--- src/lrm_pkg.sv ---
package lrm_pkg;

  localparam int LEAVES = 1024;
  localparam int LOG    = $clog2(LEAVES);
  localparam int NODES  = 2 * LEAVES;
  localparam int NODE_W = LOG + 1;
  localparam int SPAN_W = LOG + 2;
  localparam int LOW_W  = 10;
  localparam int HIGH_W = 11;
  localparam int CMP_W  = (HIGH_W > SPAN_W) ? HIGH_W : SPAN_W;
  localparam int LVL_W  = $clog2(LOG + 1);

  localparam logic [NODE_W-1:0] NODE_MAX = NODE_W'(NODES - 1);
  localparam logic [LVL_W-1:0]  LVL_LAST = LVL_W'(LOG);

  typedef struct packed {
    logic              func;
    logic [LOW_W-1:0]  range_low;
    logic [HIGH_W-1:0] range_high;
  } lrm_item_t;

  typedef struct packed {
    logic              full_we;
    logic [NODE_W-1:0] full_waddr;
    logic              any_we;
    logic [NODE_W-1:0] any_waddr;
    logic              wdata;
    logic [NODE_W-1:0] full_raddr_a;
    logic [NODE_W-1:0] full_raddr_b;
    logic [NODE_W-1:0] any_raddr;
  } lrm_mem_req_t;

  typedef struct packed {
    logic full_a;
    logic full_b;
    logic any;
  } lrm_mem_rsp_t;

endpackage

--- src/lrm_walk.sv ---
module lrm_walk import lrm_pkg::*; (
  input  logic         clk,
  input  logic         rst,
  input  logic         start,
  input  lrm_item_t    item,
  output logic         idle,
  output logic         done,
  output logic         result,
  input  logic         res_ready,
  output lrm_mem_req_t mem_req,
  input  lrm_mem_rsp_t mem_rsp
);

  typedef enum logic [2:0] {S_CLEAR, S_IDLE, S_WALK, S_DRAIN, S_DONE} state_t;

  state_t            state;
  logic [NODE_W-1:0] clr_cnt;
  logic              is_mark;
  logic              side;
  logic [LVL_W-1:0]  lvl;
  logic [SPAN_W-1:0] l;
  logic [SPAN_W-1:0] r;
  logic [NODE_W-1:0] pl;
  logic [NODE_W-1:0] pr;
  logic              rd_live;
  logic              rd_c;
  logic              acc;

  logic [CMP_W-1:0]  lo_ext;
  logic [CMP_W-1:0]  hi_ext;
  logic [CMP_W-1:0]  hi_sat;
  logic              nonempty;
  logic [CMP_W-1:0]  l_sum;
  logic [CMP_W-1:0]  r_sum;
  logic [SPAN_W-1:0] l_init;
  logic [SPAN_W-1:0] r_init;
  logic [SPAN_W-1:0] r_init_dec;

  logic              c_ok;
  logic [SPAN_W-1:0] r_dec;
  logic [SPAN_W-1:0] l_inc;
  logic [NODE_W-1:0] c_addr;
  logic [NODE_W-1:0] p_addr;
  logic              acc_next;

  // saturate the high end, then move both ends to leaf numbering
  always_comb begin
    lo_ext     = CMP_W'(item.range_low);
    hi_ext     = CMP_W'(item.range_high);
    hi_sat     = (hi_ext > CMP_W'(LEAVES)) ? CMP_W'(LEAVES) : hi_ext;
    nonempty   = lo_ext < hi_sat;
    l_sum      = lo_ext + CMP_W'(LEAVES);
    r_sum      = hi_sat + CMP_W'(LEAVES);
    l_init     = l_sum[SPAN_W-1:0];
    r_init     = r_sum[SPAN_W-1:0];
    r_init_dec = r_init - SPAN_W'(1);
  end

  // side 0 serves the left border, side 1 the right border of the level
  always_comb begin
    r_dec  = r - SPAN_W'(1);
    l_inc  = l + SPAN_W'(l[0]);
    c_ok   = (l < r) && (side ? r[0] : l[0]);
    c_addr = side ? r_dec[NODE_W-1:0] : l[NODE_W-1:0];
    p_addr = side ? pr : pl;
  end

  // covered node counts if its full or any flag is set; path nodes by full only
  assign acc_next = acc | (rd_live & ((rd_c & (mem_rsp.full_a | mem_rsp.any)) |
                                      mem_rsp.full_b));

  always_comb begin
    mem_req              = '0;
    mem_req.full_raddr_a = c_addr;
    mem_req.full_raddr_b = p_addr;
    mem_req.any_raddr    = c_addr;
    unique case (state)
      S_CLEAR: begin
        mem_req.full_we    = 1'b1;
        mem_req.full_waddr = clr_cnt;
        mem_req.any_we     = 1'b1;
        mem_req.any_waddr  = clr_cnt;
        mem_req.wdata      = 1'b0;
      end
      S_WALK: begin
        if (is_mark) begin
          mem_req.full_we    = c_ok;
          mem_req.full_waddr = c_addr;
          mem_req.any_we     = 1'b1;
          mem_req.any_waddr  = p_addr;
          mem_req.wdata      = 1'b1;
        end
      end
      default: begin
      end
    endcase
  end

  always_ff @(posedge clk) begin
    if (rst) begin
      state   <= S_CLEAR;
      clr_cnt <= '0;
      rd_live <= 1'b0;
      acc     <= 1'b0;
      result  <= 1'b0;
    end else begin
      rd_live <= (state == S_WALK) && !is_mark;
      rd_c    <= c_ok;
      unique case (state)
        S_CLEAR: begin
          clr_cnt <= clr_cnt + NODE_W'(1);
          if (clr_cnt == NODE_MAX) begin
            state <= S_IDLE;
          end
        end
        S_IDLE: begin
          if (start) begin
            is_mark <= item.func;
            l       <= l_init;
            r       <= r_init;
            pl      <= l_init[NODE_W-1:0];
            pr      <= r_init_dec[NODE_W-1:0];
            lvl     <= '0;
            side    <= 1'b0;
            acc     <= 1'b0;
            result  <= 1'b0;
            state   <= nonempty ? S_WALK : S_DONE;
          end
        end
        S_WALK: begin
          acc  <= acc_next;
          side <= ~side;
          if (side) begin
            l   <= l_inc >> 1;
            r   <= r >> 1;
            pl  <= pl >> 1;
            pr  <= pr >> 1;
            lvl <= lvl + LVL_W'(1);
            if (lvl == LVL_LAST) begin
              state <= S_DRAIN;
            end
          end
        end
        S_DRAIN: begin
          result <= acc_next;
          state  <= S_DONE;
        end
        S_DONE: begin
          if (res_ready) begin
            state <= S_IDLE;
          end
        end
        default: begin
          state <= S_CLEAR;
        end
      endcase
    end
  end

  assign idle = (state == S_IDLE);
  assign done = (state == S_DONE);

  a_mark_gives_zero: assert property (@(posedge clk) disable iff (rst)
    (state == S_DONE && is_mark) |-> !result)
    else $error("mark produced a nonzero result");

  a_done_holds: assert property (@(posedge clk) disable iff (rst)
    (state == S_DONE && !res_ready) |=> (state == S_DONE && $stable(result)))
    else $error("result lost while output slot busy");

  a_clear_complete: assert property (@(posedge clk) disable iff (rst)
    $fell(state == S_CLEAR) |-> $past(clr_cnt) == NODE_MAX)
    else $error("clearing pass ended early");

  a_walk_length: assert property (@(posedge clk) disable iff (rst)
    (state == S_DRAIN) |-> $past(state == S_WALK && side && lvl == LVL_LAST))
    else $error("walk left before the root level");

endmodule

--- config.mk ---
export PLATFORM = sky130hd
export DESIGN_NAME = lrm_walk
export DESIGN_NICKNAME = d
export VERILOG_FILES = /design/src/lrm_pkg.sv /design/src/lrm_walk.sv
export SDC_FILE = /design/constraint.sdc
export NUM_CORES = 1
export LEC_CHECK = 0
export BUFFER_PORTS_ARGS = -buffer_cell sky130_fd_sc_hd__buf_2
export CAP_MARGIN = 30
export CORE_MARGIN = 4
export CORE_UTILIZATION = 35
export DETAILED_ROUTE_END_ITERATION = 8
export SKIP_CTS_REPAIR_TIMING = 1
export SYNTH_ARGS = -nofsm -noshare
export SYNTH_HDL_FRONTEND = slang
export SYNTH_SLANG_ARGS = --single-unit
export TNS_END_PERCENT = 20
--- constraint.sdc ---
create_clock -name clk -period 5.3 [get_ports clk]
set_input_delay 1.06 -clock clk [delete_from_list [all_inputs] [get_ports clk]]
set_output_delay 1.06 -clock clk [all_outputs]
set_load 0.02 [all_outputs]
==> summary.md <==
| Metric | Value |
|---|---|
| FF-to-FF setup slack | 2.66 ns |
| Synthesized area | 4480 µm² |
| Status | finished, final reports clean |
| Worst Path Required | 4.24 ns |
| Clock sink count | 69 |
| Synth area leaders | edfxtp_1, dfxtp_1, ha_1, nand2_1, a22o_1 |
| FP Rows | 41 |
| Number of DRC markers in iteration 0 | 337 |
| WP buf/inv | 4 |
| CP cell instances | and2_2 > buf_4 > clkinv_1 > buf_4 > nor3_1 > o211ai_1 > nand2_1 > buf_2 |
| Max VDD drop | 0.000134 V |
| Multi-input logic area | 2310 µm² |
| Initial Utilization | 35.7% |
| H-Tree Depth | 3 |
| Worst path arrival time | 2.57 ns |
| Worst path slowest cell | dfxtp_1 |
| Critical R2R Launch | state[0] |
| Total GRT Usage | 16.4% |
| Startpoint types | register |
| Family with the most delay on the worst path | buffers and inverters |
| WL final | 11.8 mm |
| WHS | 0.473 ns |
| Post-route minimum period | 3.63 ns |
| Fill cells | 1252 |
| I/O pins | 90 |
| Routed vias | 3802 |
| Distinct cell type count after synthesis | 50 |
| Initial antenna violation count | 0 |
| Hold Path Depth | 1 |
| Final period utilization | 68.5% |
| HP Start | is_mark |
| Number of port buffers | 89 |
| Die width | 121 µm |
| Core Area | 12600 µm² |
| Max Fanout on Critical Path | 49 |
| GPL Wtd Cong | 0.870 |
| Routed Antenna Nets | 0 |
| DRC violations left | 0 |
| GRT overflow | 0 |
| Yosys top cell by area | edfxtp_1 |
| Post-synth top cells | nand2_1, edfxtp_1, nor2_1 |
| Final TNS setup | 0 ns |
| Hold path endpoint | rd_live |
| Register bit count reported by yosys | 69 |
| Most frequent cell after synthesis | nand2_1 |
| Peak per-stage delay on the critical path | 0.53 ns |
| Crit path top cell by count | buf_4 |
| Post-DP HPWL | 9.17 mm |
| Sequential fraction of the synthesis area | 42.4% |
| CTS tree | yes |
| Pwr Density | 226 nW/µm² |
| Async set-reset flop share out of synthesis | 0% |
| Worst-Margin Slew | 0.651 ns |
| Vias in the first global route | 3539 |
| RSZ-0062 raised after global routing | false |
| Nets | 614 |
| Final Skew | 0.00318 ns |
| Area grow syn2layout | 16.9% |
| Critical path type | reg -> out |
| DRT Pass-1 Iters | 5 |
| Endpoints failing hold | 0 |
| Worst skew pair latency | 0.33 ns |
| First-pass GRT wire length | 18.7 mm |
| Synthesized instance count | 488 |
| Final Util | 41.7% |
| Yosys warnings | 0 |
| Worst-path clk slew | 0.05 ns |
| Post-synth EDFFs | 52 |
| Die Ht | 121 µm |
| Worst-case reg-to-reg path depth | 8 |
| Slew HR | 56.2% |
| Static Leak | 2.11 nW |
| Via/cell ratio | 5.17 |
| Final setup fails | 0 |
| Reg2reg end | r[6] |
| Top FF cell, synth | edfxtp_1 |
| Fin. max-slew vios | 0 |
| Pin count of the biggest net entering global routing | 50 |
| Buffer depth of the longest clock path | 2 |
| Worst setup EP type | primary output |
| HP Class | reg -> reg |
| DR WL/cell | 16.1 µm |
| Root Buffer Master | clkbuf_16 |
| Synth Net Count | 542 |
| Layout cells sized above 1 | 22.2% |
| Die area | 14700 µm² |
| Inserted Clock Buffers | 9 |
| Seq. cell area | 1900 µm² |
| Peak Freq | 0.276 GHz |
| Max-cap violations | 0 |
| Syn_area_per_cell | 9.18 µm² |
| Synth top area share | 34.8% |
| Ant. Diodes | 0 |
per-stage QoR:
step | worst slack, ns | cells | total power, W | instance area, µm²
after floorplan | 0.0141 | 488 | 0.000648 | 4480
after global placement | 2.08 | 721 | 0.000678 | 4990
after detailed placement | 2.02 | 721 | 0.000680 | 4990
after CTS | 1.66 | 736 | 0.00119 | 5240
after global routing | 1.46 | 736 | 0.00123 | 5240
final | 1.67 | 736 | 0.00119 | 5240
power breakdown:
group          internal, W  leakage, nW  switching [W]
sequential        0.000583        0.613     0.00000358
clock             0.000311        0.124       0.000207
combinational    0.0000346         1.37      0.0000482
worst reg2reg max path, stage by stage (launching register included):
cell	delay, ns
dfxtp_1	0.44
nor2_1	0.11
and2_2	0.19
buf_4	0.27
clkinv_1	0.11
buf_4	0.33
nor2_1	0.13
nor3_2	0.12
buf_4	0.53
how the worst max path moves through the flow:
stage,from,to,slack [ns],cells after the start
detailed placement,state[1],mem_req[57],2.02,8
CTS,state[1],mem_req[57],1.66,8
global placement,state[1],mem_req[57],2.08,8
global route,state[1],mem_req[57],1.46,8
finish,state[1],mem_req[57],1.67,8
floorplan,start,l[0],0.01,3
sequential cells by signal (all words and copies together), names as in the netlist:
register and cells:
r 12, clr_cnt 11, l 11, pl 11, pr 11, lvl 4, state 3, acc 1
is_mark 1, rd_c 1, rd_live 1, result 1, side 1
routing by layer:
layer,track usage [%],part of all wire (%),vias to the layer above
met1,24.3,49,1788
li1,-,-,1870
met5,0,0,-
met2,24.6,43,126
met4,5.25,1.8,0
met3,2.66,6.3,18
kinds of logic after synthesis:
logic type,synth area share [%]
compound gates,15.4
xor+xnor,6.06
fa+ha+maj,6.98
buf+inv,6.34
flops,42.4
mux,3.69
simple gates,19.1
layout by cell type (no fill, tap or decap), drive strengths merged, types with 12 or more instances in the layout:
cell    instances
inv            19
a22o           22
a21oi          31
clkbuf         12
nand2          68
nor3           15
edfxtp         52
o21ai          36
ha             25
xnor2          22
dfxtp          17
buf            95
mux2           12
nor2           50
final cells by class:
type,instances,share of cell area [%]
Sequential cell,69,36.3
Clock inverter,3,0.263
Inverter,20,1.43
Tap cell,172,4.11
Timing Repair Buffer,95,9.36
Multi-Input combinational cell,365,44.0
Clock buffer,12,4.51
Note: power is estimated with default switching activity, not from simulation.
